File: src/hdl/fcpl_pkg.sv
// ----------------------------------------------------------------------------
// fcpl_pkg
// Shared types, constants and helper functions of the phase-current front end.
// ----------------------------------------------------------------------------
package fcpl_pkg;

  localparam int ADC_BITS          = 12;
  localparam int ANGLE_BITS        = 16;
  localparam int FILTER_EXTRA_BITS = 8;
  localparam int GAIN_BITS         = 20;
  localparam int COEFF_BITS        = 16;
  localparam int CUR_BITS          = 16;
  localparam int STATE_BITS        = CUR_BITS + FILTER_EXTRA_BITS;
  localparam int ACC_BITS          = 48;
  localparam int MUL_A_BITS        = 25;
  localparam int MUL_B_BITS        = 21;
  localparam int CORDIC_ITERS      = 16;
  localparam int CORDIC_IDX_BITS   = 4;
  localparam int TRIG_BITS         = 20;
  localparam int ANGLE_ACC_BITS    = 34;
  localparam int CFG_INDEX_BITS    = 2;
  localparam int CFG_DATA_BITS     = 20;

  localparam logic [CFG_INDEX_BITS-1:0] CFG_ADC_OFFSET   = 2'd0;
  localparam logic [CFG_INDEX_BITS-1:0] CFG_CURRENT_GAIN = 2'd1;
  localparam logic [CFG_INDEX_BITS-1:0] CFG_FILTER_COEFF = 2'd2;

  localparam logic [ADC_BITS-1:0]   OFFSET_RESET = 12'd2048;
  localparam logic [GAIN_BITS-1:0]  GAIN_RESET   = 20'd267533;
  localparam logic [COEFF_BITS-1:0] COEFF_RESET  = 16'd13107;

  localparam logic signed [MUL_B_BITS-1:0] INV_SQRT3 = 21'sd37837;
  localparam logic signed [TRIG_BITS-1:0]  CORDIC_START = 20'sd39797;

  typedef enum logic [3:0] {
    ST_IDLE,
    ST_IA,
    ST_IB,
    ST_HOLD_IB,
    ST_BETA,
    ST_WAIT,
    ST_D1,
    ST_D2,
    ST_Q1,
    ST_Q2,
    ST_FD,
    ST_FQ,
    ST_FQ2,
    ST_DONE
  } seq_state_t;

  typedef struct packed {
    logic en;
    logic load;
    logic sub;
  } mac_ctrl_t;

  function automatic logic signed [ANGLE_ACC_BITS-1:0] atan_step(
    input logic [CORDIC_IDX_BITS-1:0] i
  );
    logic signed [ANGLE_ACC_BITS-1:0] r;
    case (i)
      4'd0:    r = 34'sd536870912;
      4'd1:    r = 34'sd316933406;
      4'd2:    r = 34'sd167458907;
      4'd3:    r = 34'sd85004756;
      4'd4:    r = 34'sd42667331;
      4'd5:    r = 34'sd21354465;
      4'd6:    r = 34'sd10679838;
      4'd7:    r = 34'sd5340245;
      4'd8:    r = 34'sd2670163;
      4'd9:    r = 34'sd1335087;
      4'd10:   r = 34'sd667544;
      4'd11:   r = 34'sd333772;
      4'd12:   r = 34'sd166886;
      4'd13:   r = 34'sd83443;
      4'd14:   r = 34'sd41722;
      default: r = 34'sd20861;
    endcase
    return r;
  endfunction

  function automatic logic signed [ACC_BITS-1:0] round16(
    input logic signed [ACC_BITS-1:0] v
  );
    logic signed [ACC_BITS-1:0] t;
    t = v + 48'sd32768;
    return t >>> 16;
  endfunction

  function automatic logic signed [CUR_BITS-1:0] sat16(
    input logic signed [ACC_BITS-1:0] v
  );
    logic signed [CUR_BITS-1:0] r;
    if (v > 48'sd32767) begin
      r = 16'sh7fff;
    end else if (v < -48'sd32768) begin
      r = 16'sh8000;
    end else begin
      r = v[CUR_BITS-1:0];
    end
    return r;
  endfunction

  function automatic logic signed [STATE_BITS-1:0] sat_state(
    input logic signed [ACC_BITS-1:0] v
  );
    logic signed [ACC_BITS-1:0] hi;
    logic signed [ACC_BITS-1:0] lo;
    logic signed [STATE_BITS-1:0] r;
    hi = (48'sd1 <<< (STATE_BITS - 1)) - 48'sd1;
    lo = -hi - 48'sd1;
    if (v > hi) begin
      r = hi[STATE_BITS-1:0];
    end else if (v < lo) begin
      r = lo[STATE_BITS-1:0];
    end else begin
      r = v[STATE_BITS-1:0];
    end
    return r;
  endfunction

endpackage

File: src/hdl/fcpl_mac.sv
// ----------------------------------------------------------------------------
// fcpl_mac
// Shared signed multiply-accumulate unit used for every product of the block.
// ----------------------------------------------------------------------------
module fcpl_mac (
  input  logic                                 clk,
  input  fcpl_pkg::mac_ctrl_t                  ctrl,
  input  logic signed [fcpl_pkg::MUL_A_BITS-1:0] a,
  input  logic signed [fcpl_pkg::MUL_B_BITS-1:0] b,
  output logic signed [fcpl_pkg::ACC_BITS-1:0]   acc
);
  import fcpl_pkg::*;

  logic signed [MUL_A_BITS+MUL_B_BITS-1:0] prod;
  logic signed [ACC_BITS-1:0]              prod_ext;
  logic signed [ACC_BITS-1:0]              base;

  assign prod     = a * b;
  assign prod_ext = ACC_BITS'(prod);
  assign base     = ctrl.load ? '0 : acc;

  always_ff @(posedge clk) begin
    if (ctrl.en) begin
      acc <= ctrl.sub ? base - prod_ext : base + prod_ext;
    end
  end

endmodule

File: src/hdl/fcpl_cordic.sv
// ----------------------------------------------------------------------------
// fcpl_cordic
// Iterative rotation-mode CORDIC giving cosine and sine of the angle in Q16.
// ----------------------------------------------------------------------------
module fcpl_cordic (
  input  logic                                  clk,
  input  logic                                  rst,
  input  logic                                  start,
  input  logic [fcpl_pkg::ANGLE_BITS-1:0]       angle,
  output logic                                  done,
  output logic signed [fcpl_pkg::TRIG_BITS-1:0] cos_val,
  output logic signed [fcpl_pkg::TRIG_BITS-1:0] sin_val
);
  import fcpl_pkg::*;

  logic signed [TRIG_BITS-1:0]      x;
  logic signed [TRIG_BITS-1:0]      y;
  logic signed [ANGLE_ACC_BITS-1:0] z;
  logic [CORDIC_IDX_BITS-1:0]       iter;
  logic                             busy;
  logic                             flip;
  logic signed [ANGLE_ACC_BITS-1:0] z0;
  logic signed [ANGLE_ACC_BITS-1:0] quarter;
  logic signed [TRIG_BITS-1:0]      xs;
  logic signed [TRIG_BITS-1:0]      ys;
  logic signed [ANGLE_ACC_BITS-1:0] step;

  assign quarter = ANGLE_ACC_BITS'(64'sd1073741824);
  assign z0 = ANGLE_ACC_BITS'($signed({angle, {(32 - ANGLE_BITS){1'b0}}}));
  assign xs = x >>> iter;
  assign ys = y >>> iter;
  assign step = atan_step(iter);
  assign cos_val = flip ? -x : x;
  assign sin_val = flip ? -y : y;

  always_ff @(posedge clk) begin
    if (rst) begin
      busy <= 1'b0;
      done <= 1'b0;
      iter <= '0;
    end else if (start) begin
      busy <= 1'b1;
      done <= 1'b0;
      iter <= '0;
    end else if (busy) begin
      iter <= iter + 1'b1;
      if (iter == CORDIC_IDX_BITS'(CORDIC_ITERS - 1)) begin
        busy <= 1'b0;
        done <= 1'b1;
      end
    end
  end

  always_ff @(posedge clk) begin
    if (start) begin
      x <= CORDIC_START;
      y <= '0;
      if (z0 > quarter) begin
        z    <= z0 - (quarter <<< 1);
        flip <= 1'b1;
      end else if (z0 < -quarter) begin
        z    <= z0 + (quarter <<< 1);
        flip <= 1'b1;
      end else begin
        z    <= z0;
        flip <= 1'b0;
      end
    end else if (busy) begin
      if (z >= 0) begin
        x <= x - ys;
        y <= y + xs;
        z <= z - step;
      end else begin
        x <= x + ys;
        y <= y - xs;
        z <= z + step;
      end
    end
  end

endmodule

File: src/hdl/foc_current_clarke_park_lpf_core.sv
// ----------------------------------------------------------------------------
// foc_current_clarke_park_lpf_core
// The 16-step CORDIC sets the pace from input word to result word, and the
// shared multiply-accumulate unit then runs the Park and filter products one
// per cycle. One word is in work at a time: the next input word is taken only
// after the result word has been loaded into the output register.
// Synchronous reset restores the register defaults and clears both filter states.
// ----------------------------------------------------------------------------
module foc_current_clarke_park_lpf_core (
  input  logic                                clk,
  input  logic                                rst,
  input  logic                                s_tvalid,
  output logic                                s_tready,
  // adc_a [11:0], adc_b [23:12], elec_angle [39:24]
  input  logic [39:0]                         s_tdata,
  output logic                                m_tvalid,
  input  logic                                m_tready,
  // phase_a_current [15:0], phase_b_current [31:16], d_current [47:32],
  // q_current [63:48]
  output logic [63:0]                         m_tdata,
  input  logic                                cfg_valid,
  output logic                                cfg_ready,
  input  logic [fcpl_pkg::CFG_INDEX_BITS-1:0] cfg_index,
  input  logic [fcpl_pkg::CFG_DATA_BITS-1:0]  cfg_data
);
  import fcpl_pkg::*;

  seq_state_t state, state_next;
  mac_ctrl_t  mac_ctrl;
  logic signed [MUL_A_BITS-1:0] mac_a;
  logic signed [MUL_B_BITS-1:0] mac_b;
  logic signed [ACC_BITS-1:0]   acc;
  logic signed [ACC_BITS-1:0]   acc_rnd;

  logic [ADC_BITS-1:0]   adc_offset;
  logic [GAIN_BITS-1:0]  current_gain;
  logic [COEFF_BITS-1:0] filter_coeff;

  logic [ADC_BITS-1:0]          adc_a;
  logic [ADC_BITS-1:0]          adc_b;
  logic signed [CUR_BITS-1:0]   ia;
  logic signed [CUR_BITS-1:0]   ib;
  logic signed [18:0]           beta;
  logic signed [CUR_BITS-1:0]   d_val;
  logic signed [CUR_BITS-1:0]   q_val;
  logic signed [STATE_BITS-1:0] d_state;
  logic signed [STATE_BITS-1:0] q_state;

  logic                         accept;
  logic                         cordic_done;
  logic signed [TRIG_BITS-1:0]  cos_val;
  logic signed [TRIG_BITS-1:0]  sin_val;

  logic signed [ADC_BITS:0]      ra;
  logic signed [ADC_BITS:0]      rb;
  logic signed [17:0]            clarke_sum;
  logic signed [MUL_A_BITS-1:0]  d_diff;
  logic signed [MUL_A_BITS-1:0]  q_diff;
  logic signed [ACC_BITS-1:0]    d_out_rnd;
  logic signed [ACC_BITS-1:0]    q_out_rnd;

  assign accept    = s_tvalid && s_tready;
  assign s_tready  = (state == ST_IDLE);
  assign cfg_ready = 1'b1;
  assign acc_rnd   = round16(acc);

  assign ra = $signed({1'b0, adc_a}) - $signed({1'b0, adc_offset});
  assign rb = $signed({1'b0, adc_b}) - $signed({1'b0, adc_offset});
  assign clarke_sum = 18'(ia) + (18'(ib) <<< 1);
  assign d_diff = (MUL_A_BITS'(d_val) <<< FILTER_EXTRA_BITS) - MUL_A_BITS'(d_state);
  assign q_diff = (MUL_A_BITS'(q_val) <<< FILTER_EXTRA_BITS) - MUL_A_BITS'(q_state);
  assign d_out_rnd = (ACC_BITS'(d_state) + (48'sd1 <<< (FILTER_EXTRA_BITS - 1)))
                     >>> FILTER_EXTRA_BITS;
  assign q_out_rnd = (ACC_BITS'(q_state) + (48'sd1 <<< (FILTER_EXTRA_BITS - 1)))
                     >>> FILTER_EXTRA_BITS;

  fcpl_cordic u_cordic (
    .clk     (clk),
    .rst     (rst),
    .start   (accept),
    .angle   (s_tdata[39:24]),
    .done    (cordic_done),
    .cos_val (cos_val),
    .sin_val (sin_val)
  );

  fcpl_mac u_mac (
    .clk  (clk),
    .ctrl (mac_ctrl),
    .a    (mac_a),
    .b    (mac_b),
    .acc  (acc)
  );

  always_ff @(posedge clk) begin
    if (rst) begin
      adc_offset   <= OFFSET_RESET;
      current_gain <= GAIN_RESET;
      filter_coeff <= COEFF_RESET;
    end else if (cfg_valid && cfg_ready) begin
      case (cfg_index)
        CFG_ADC_OFFSET:   adc_offset   <= cfg_data[ADC_BITS-1:0];
        CFG_CURRENT_GAIN: current_gain <= cfg_data[GAIN_BITS-1:0];
        CFG_FILTER_COEFF: filter_coeff <= cfg_data[COEFF_BITS-1:0];
        default: ;
      endcase
    end
  end

  always_ff @(posedge clk) begin
    if (rst) begin
      state <= ST_IDLE;
    end else begin
      state <= state_next;
    end
  end

  always_comb begin
    state_next = state;
    mac_ctrl   = '{en: 1'b0, load: 1'b0, sub: 1'b0};
    mac_a      = '0;
    mac_b      = '0;
    case (state)
      ST_IDLE: begin
        if (accept) begin
          state_next = ST_IA;
        end
      end
      ST_IA: begin
        mac_ctrl   = '{en: 1'b1, load: 1'b1, sub: 1'b0};
        mac_a      = MUL_A_BITS'(ra);
        mac_b      = $signed({1'b0, current_gain});
        state_next = ST_IB;
      end
      ST_IB: begin
        mac_ctrl   = '{en: 1'b1, load: 1'b1, sub: 1'b0};
        mac_a      = MUL_A_BITS'(rb);
        mac_b      = $signed({1'b0, current_gain});
        state_next = ST_HOLD_IB;
      end
      ST_HOLD_IB: begin
        state_next = ST_BETA;
      end
      ST_BETA: begin
        mac_ctrl   = '{en: 1'b1, load: 1'b1, sub: 1'b0};
        mac_a      = MUL_A_BITS'(clarke_sum);
        mac_b      = INV_SQRT3;
        state_next = ST_WAIT;
      end
      ST_WAIT: begin
        if (cordic_done) begin
          state_next = ST_D1;
        end
      end
      ST_D1: begin
        mac_ctrl   = '{en: 1'b1, load: 1'b1, sub: 1'b0};
        mac_a      = MUL_A_BITS'(ia);
        mac_b      = MUL_B_BITS'(cos_val);
        state_next = ST_D2;
      end
      ST_D2: begin
        mac_ctrl   = '{en: 1'b1, load: 1'b0, sub: 1'b0};
        mac_a      = MUL_A_BITS'(beta);
        mac_b      = MUL_B_BITS'(sin_val);
        state_next = ST_Q1;
      end
      ST_Q1: begin
        mac_ctrl   = '{en: 1'b1, load: 1'b1, sub: 1'b0};
        mac_a      = MUL_A_BITS'(beta);
        mac_b      = MUL_B_BITS'(cos_val);
        state_next = ST_Q2;
      end
      ST_Q2: begin
        mac_ctrl   = '{en: 1'b1, load: 1'b0, sub: 1'b1};
        mac_a      = MUL_A_BITS'(ia);
        mac_b      = MUL_B_BITS'(sin_val);
        state_next = ST_FD;
      end
      ST_FD: begin
        mac_ctrl   = '{en: 1'b1, load: 1'b1, sub: 1'b0};
        mac_a      = d_diff;
        mac_b      = $signed({5'b0, filter_coeff});
        state_next = ST_FQ;
      end
      ST_FQ: begin
        mac_ctrl   = '{en: 1'b1, load: 1'b1, sub: 1'b0};
        mac_a      = q_diff;
        mac_b      = $signed({5'b0, filter_coeff});
        state_next = ST_FQ2;
      end
      ST_FQ2: begin
        state_next = ST_DONE;
      end
      ST_DONE: begin
        if (!m_tvalid || m_tready) begin
          state_next = ST_IDLE;
        end
      end
      default: begin
        state_next = ST_IDLE;
      end
    endcase
  end

  always_ff @(posedge clk) begin
    if (rst) begin
      d_state <= '0;
      q_state <= '0;
    end else begin
      case (state)
        ST_FQ:   d_state <= sat_state(ACC_BITS'(d_state) + acc_rnd);
        ST_FQ2:  q_state <= sat_state(ACC_BITS'(q_state) + acc_rnd);
        default: ;
      endcase
    end
  end

  always_ff @(posedge clk) begin
    if (accept) begin
      adc_a <= s_tdata[11:0];
      adc_b <= s_tdata[23:12];
    end
    case (state)
      ST_IB:      ia    <= sat16(acc_rnd);
      ST_HOLD_IB: ib    <= sat16(acc_rnd);
      ST_WAIT:    beta  <= acc_rnd[18:0];
      ST_Q1:      d_val <= sat16(acc_rnd);
      ST_FD:      q_val <= sat16(acc_rnd);
      default: ;
    endcase
  end

  always_ff @(posedge clk) begin
    if (rst) begin
      m_tvalid <= 1'b0;
    end else if (state == ST_DONE && (!m_tvalid || m_tready)) begin
      m_tvalid <= 1'b1;
    end else if (m_tready) begin
      m_tvalid <= 1'b0;
    end
  end

  always_ff @(posedge clk) begin
    if (state == ST_DONE && (!m_tvalid || m_tready)) begin
      m_tdata <= {sat16(q_out_rnd), sat16(d_out_rnd), ib, ia};
    end
  end

endmodule

File: config.mk
export PLATFORM = sky130hd
export DESIGN_NAME = foc_current_clarke_park_lpf_core
export DESIGN_NICKNAME = d
export VERILOG_FILES = /design/src/hdl/fcpl_pkg.sv /design/src/hdl/fcpl_mac.sv /design/src/hdl/fcpl_cordic.sv /design/src/hdl/foc_current_clarke_park_lpf_core.sv
export SDC_FILE = /design/constraint.sdc
export NUM_CORES = 2
export LEC_CHECK = 0
export BUFFER_PORTS_ARGS = -buffer_cell sky130_fd_sc_hd__buf_2
export CAP_MARGIN = 5
export CORE_MARGIN = 1
export CORE_UTILIZATION = 59
export CTS_CLUSTER_DIAMETER = 100
export DETAILED_ROUTE_END_ITERATION = 10
export PLACE_DENSITY = 0.79
export SYNTH_ARGS = -nofsm -noshare
export SYNTH_HDL_FRONTEND = slang
export SYNTH_HIERARCHICAL = 1
export SYNTH_SLANG_ARGS = --single-unit
File: constraint.sdc
create_clock -name clk -period 12.8 [get_ports clk]
set_clock_uncertainty 0.15 [all_clocks]
set_input_delay 0.64 -clock clk [delete_from_list [all_inputs] [get_ports clk]]
set_output_delay 0.64 -clock clk [all_outputs]
set_load 0.005 [all_outputs]
* After elaboration in Yosys (flattened, before gate mapping)
Memories as Yosys holds them, arrays and structs flattened. A register that Yosys moved wholly into a read port is not among the register bits.
Cells that the tools add are included.
** Operators by class
- Add/subtract/negate cells :: 23
- $mul :: 1
- Div/mod/pow operators :: 0
- $lt $le $gt $ge :: 13
- Equality and inequality tests :: 19
- Shift operators :: 2
- Multiplexer cells :: 34
- Bitwise operators :: 0
- Reduce and logical (&&, ||, !) cells :: 21
** Operators with widths (count)
- $pmux 25 s7 :: 1
- $mux 34 :: 5
- $pmux 21 s5 :: 1
- $mux 24 :: 4
- $mux 48 :: 2
- $mux 20 :: 4
- $add 24x32->33 :: 2
- $gt 33x24->1 const B :: 2
- $lt 33x24->1 const B :: 2
- $mux 16 :: 4
- $pmux 4 s14 :: 1
- $add 24x9->25 const B :: 2
- $sub 24x24->25 :: 2
- $add 48x17->48 const B :: 1
- $add 48x46->48 :: 1
- $sub 48x46->48 :: 1
- $mul 25x21->46 :: 1
- $add 20x20->20 :: 2
- $neg 20->20 :: 2
- $sshr 20x4->20 :: 2
- $sub 20x20->20 :: 2
- $add 32x33->34 const B :: 1
- $add 34x34->34 :: 1
- $ge 34x1->1 const B :: 1
- 32 further kinds :: 66
** Storage, ports and cells
- Flip-flop bits (word level) :: 401
- Bits in latches :: 0
- Memory bits (writable) :: 0
- Memory bits (read-only) :: 480
- Input port bits :: 67
- Output and inout bits :: 67
- Word-level logic and storage cells :: 139
- Memories kept :: 1
** Memories
- (name not given) :: depth 16, width 30, read ports 1, clocked after memory_dff 1, wr ports 0, line fcpl_pkg.sv:62 : case (i)

* Longest topological paths before layout
- Depth after elaboration :: 6
- Mapped depth :: 57
- Depth with buffers taken out :: 55

* Cells and area by module
The synthesis kept the hierarchy.
** By module, submodules not included
- fcpl_mac :: instances 1, cells each 2826, area an instance 24656.1 sq um, seq. area each 1441.4 sq um
- foc_current_clarke_park_lpf_core :: instances 1, cells each 2093, area an instance 18809.3 sq um, seq. area each 7156.9 sq um
- fcpl_cordic :: instances 1, cells each 1467, area an instance 12136.6 sq um, seq. area each 2572.5 sq um

* Worst setup path before layout
Ideal clock, no wire load.
- Kind :: reg2reg
- Start :: reg adc_b[0]
- End :: reg u_mac/acc[47] in the netlist's numbering, data pin
- Library setup time :: 260 ps
- Arrival time :: 11909 ps
- Data required time :: 12390 ps
- Path slack :: 481 ps
- Stages on the path, launching flop included :: 55
- Path buffers :: 3
- Period minus slack after synthesis :: 12319 ps
- Cell sequence :: edfxtp_1 -> inv_1 -> ha_1 -> inv_1 -> fa_1 -> a21o_1 -> a21oi_1 -> o21bai_1 -> a31o_2 -> a21bo_2 -> a2111oi_0 -> a211oi_1 -> a21boi_0 -> and3_1 -> clkbuf_1 -> nand2_1 -> clkbuf_1 -> nand2_1 -> [19 not listed] -> nor3_4 -> and2_1 -> a21oi_1 -> xnor2_1 -> ha_1 -> clkbuf_1 -> a21o_1 -> a21o_1 -> a21oi_1 -> nor2b_1 -> o21ai_0 -> nand2b_1 -> a21oi_1 -> nor2b_1 -> o41ai_1 -> nand2b_1 -> xnor2_1 -> xnor2_1
** Between the ends
- Longest elaborated chain between the ends :: 5
- Elaborated cells between the ends (all ways) :: 6
- Those cells by class :: add/sub (3); mul (1); mux (2)
** Ends and longest elaborated chain
- from (decl) :: line foc_current_clarke_park_lpf_core.sv:40 : logic [ADC_BITS-1:0] adc_b;
- from (signal assigned) :: line foc_current_clarke_park_lpf_core.sv:221 : adc_b <= s_tdata[23:12];
- $sub 12x12->13 * :: line foc_current_clarke_park_lpf_core.sv:68 : assign rb = $signed({1'b0, adc_b}) - $signed({1'b0, adc_offset});
- $pmux 25 s7 * :: line foc_current_clarke_park_lpf_core.sv:123 : case (state)
- net mac_a[18] :: line foc_current_clarke_park_lpf_core.sv:30 : logic signed [MUL_A_BITS-1:0] mac_a;
- $mul 25x21->46 * :: line fcpl_mac.sv:18 : assign prod = a * b;
- $add 48x46->48 or $sub 48x46->48 (tied branches) :: line fcpl_mac.sv:24 : acc <= ctrl.sub ? base - prod_ext : base + prod_ext;
- $mux 48 * :: line fcpl_mac.sv:24
- to (signal assigned) :: line fcpl_mac.sv:24
- to (decl) :: line fcpl_mac.sv:10 : output logic signed [fcpl_pkg::ACC_BITS-1:0] acc
The timed path passes the listed nets; every way through them passes the cells marked *.
A chain may end at the register's enable or synchronous reset.

* Worst setup path in the final report
- Start :: reg ia[1]
- End :: reg u_mac/acc[47] in the netlist's numbering, data pin
** Between the ends
- Longest elaborated chain between the ends :: 5
- Elaborated cells between the ends (all ways) :: 6
- Those cells by class :: add/sub (3); mul (1); mux (2)
** Ends and longest elaborated chain
- from (decl) :: line foc_current_clarke_park_lpf_core.sv:41 : logic signed [CUR_BITS-1:0] ia;
- from (signal assigned) :: line foc_current_clarke_park_lpf_core.sv:224 : ST_IB: ia <= sat16(acc_rnd);
- $add 16x17->18 * :: line foc_current_clarke_park_lpf_core.sv:69 : assign clarke_sum = 18'(ia) + (18'(ib) <<< 1);
- $pmux 25 s7 * :: line foc_current_clarke_park_lpf_core.sv:123
- net mac_a[11] :: line foc_current_clarke_park_lpf_core.sv:30
- $mul 25x21->46 * :: line fcpl_mac.sv:18
- $add 48x46->48 or $sub 48x46->48 (tied branches) :: line fcpl_mac.sv:24
- $mux 48 * :: line fcpl_mac.sv:24
Marked as above.

==> metrics <==
final antenna-violating net count=0; Die Y=309 um; core area=93300 um2; Slew HR=0.275; via total after detailed routing=47600; DRT iter0 DRCs=about 4800; fin. max-slew vios=0; Finish-stage setup viols=0; vias in the first global route=46400; worst vdd ir=between 0.2 and 0.3 mV; CP Depth=53; Worst-path clk slew=roughly 0.070 ns; cell mode on critical path=fa_1; NumNets Final=7515; starting density of the core=0.596; post-synthesis adder-cell area fraction=0.285; critical path startpoint=ia[1]; Worst EP required=roughly 13 ns; CP Capture Point=u_mac/acc[47]; Avg WL per Cell=20.1 um; simple-gate share of the synthesized area=0.181; initial antenna violation count=4; Fmax=0.0798 GHz; FF+latch count, synth=431; Clock Sink Count=between 400 and 500; Min Hold Slack=0.0288 ns; Detailed Route WL=157 mm; Crit Path Max Fanout=6; mux contribution to synthesized area=0.0326; die width=309 um; num ports=roughly 130; Worst-Margin Slew=1.09 ns; n_diodes=0; FF-to-FF Start=ia[1]; Post-synth top cells=inv_1 (814), nand2_1 (781), fa_1 (544), ha_1 (394), nor2_1 (352); largest family of logic cells by synthesized area=adder cells; leading post-synthesis cells by cell area=fa_1 (20%), edfxtp_1 (14%), ha_1 (8.9%); placed cell areas=58400 um2; HPWL Detailed=123 mm; Die ar.=95500 um2; Avg Inst Size Synth=between 8 and 9 um2; FF-to-FF setup slack=0.27 ns; pin count of the biggest net entering global routing=86; share of the synthesized area in the top cell type=0.196; clk root buf=clkbuf_16; post-DR vias/cell=6.10; crit end category=flip-flop; worst reg2reg path endpoint=u_mac/acc[47]; Final GP Congestion=approximately 0.99; startpoint types=flip-flop; Final period util=0.979; Skew-Pair Late Insertion Delay=0.65 ns; port bufs=132; Distinct cells, synth=117; Compound-Gate Fraction of Synth Area=0.152; clock buffer depth=3; Synth Flop Type=edfxtp_1; outcome=complete, no violations; share of cells above drive strength 1=0.106; ys async rst share=0; crit path DAT=12.72 ns; Hold WC Path Type=in -> reg; R2R cell count=between 50 and 60; Post-CTS Hold Buffers=0; CP max stage delay=0.58 ns; sequential fraction of the synthesis area=0.201; LEAKAGE=0.0274 uW; total gr overflow=0; WP buf/inv=7; Post-Syn Nets=7391; Final min period=12.53 ns; kind of critical path=reg -> reg; global-route wire length before repair=248 mm; Post-Route Utilization=0.651; drt pass-1 iters=6; final hold vios=0; Mapped Cells=6386; most frequent cell after synthesis=inv_1; htree depth=2; Synthesis Warnings=6; Design Area, Final=60800 um2; Mapped Area=55600 um2; Max-cap violations=0; Synth Area in XOR/XNOR=0.0712; largest area contributor in the netlist=fa_1; P&R area growth vs syn=9.26%; pwr/cell area=192 nW/um2; CTS tree=built; CTS buffer count=46; Tot GR Track Use=0.326; site row count=112; Post-synth EDFFs=254; CP top delay family=adder cells; drt drc=0; Slowest cell on crit path=or4b_4; RSZ-0062 raised after global routing=yes
## logic make-up after synthesis
kind of cell             after synthesis
XOR/XNOR                             452
buffers and inverters               1124
AO/OA/AOI/OAI                       1266
other                                  1
AND/OR/NAND/NOR                     2046
flip-flops                           431
adder cells (fa/ha/maj)              938
multiplexers                         128
## final cells by class
class,count,area [um2]
clock buffers,63,1280
multi-input cells,4831,40600
flip-flops and latches,431,11200
inverters,817,3070
clock inverters,23,343
well taps,1254,1570
fillers,7687,32600
repair buffers,383,2710
## cells in the final DEF (no fill, tap or decap), types with 43 or more instances in the layout
cell and instances:
xor2_1 159, inv_1 813, and2_1 246, xnor2_1 291
nand3_1 93, clkbuf_16 50, nand2_1 776, ha_1 389
buf_2 131, nor2b_1 105, nor3_1 89, o21a_1 43
a211oi_1 62, nand2b_1 62, dfxtp_1 170, buf_4 234
or3_1 44, edfxtp_1 254, a31oi_1 50, fa_1 544
nor2_1 348, o21ai_0 235, a21oi_1 316, a21o_1 111
mux2i_1 67
## layer usage
layer	global-route usage	share of wire
met5	0	0.00033
met4	0.113	0.036
met3	0.0460	0.088
met2	0.527	0.46
met1	0.448	0.41
## worst reg2reg max path, delay by kind of cell (launching register included)
family | cells | cell delay [ns]
buf+inv | 7 | 0.73
compound gates | 19 | 3.25
flops | 1 | 0.44
fa+ha+maj | 11 | 4.81
simple gates | 11 | 2.09
xor+xnor | 5 | 0.80
## state kept, by name, summed over array words and instances, names as in the netlist, 16 cells and up
name / count
m_tdata: 64
u_mac/acc: 48
u_cordic/z: 34
u_cordic/step: 30
d_state: 24
q_state: 24
current_gain: 20
u_cordic/x: 20
u_cordic/y: 20
beta: 19
d_val: 16
filter_coeff: 16
ia: 16
ib: 16
q_val: 16
## power breakdown
| part | internal [uW] | leakage [uW] | switching (uW) |
|---|---|---|---|
| combinational | 3350 | 0.0228 | 4700 |
| sequential | 1920 | 0.00381 | 230 |
| clock | 848 | 0.000789 | 632 |
| total | 6120 | 0.0274 | 5560 |
## through the flow
step                worst slack, ns  setup TNS [ns]  total power (uW)  cells
finish                        0.271               0             11700   7802
global route                 -0.180          -0.361             12600   7802
floorplan                     0.481               0              7990   6386
detailed placement          -0.0322         -0.0322              9910   7687
global placement              0.201               0              9720   7687
CTS                          0.0120               0             11400   7773
## worst min path at each step
stage / from / depth (start not counted) / slack [ns] / end
after floorplan: ia[0] / 0 / 0.27 / m_tdata[0]
final: s_tdata[14] / 1 / 0.03 / adc_b[2]
after global routing: s_tdata[14] / 1 / 0.02 / adc_b[2]
after global placement: ia[0] / 0 / 0.28 / m_tdata[0]
after detailed placement: ia[0] / 0 / 0.29 / m_tdata[0]
after CTS: s_tdata[7] / 1 / 0.01 / adc_a[7]
## what timing repair did
item,CTS,global route
resized for setup,6,114
gates cloned,0,3
setup endpoints to repair,2,14
setup buffers,0,25
pin swaps,1,23
Note: power is estimated with default switching activity, not from simulation.
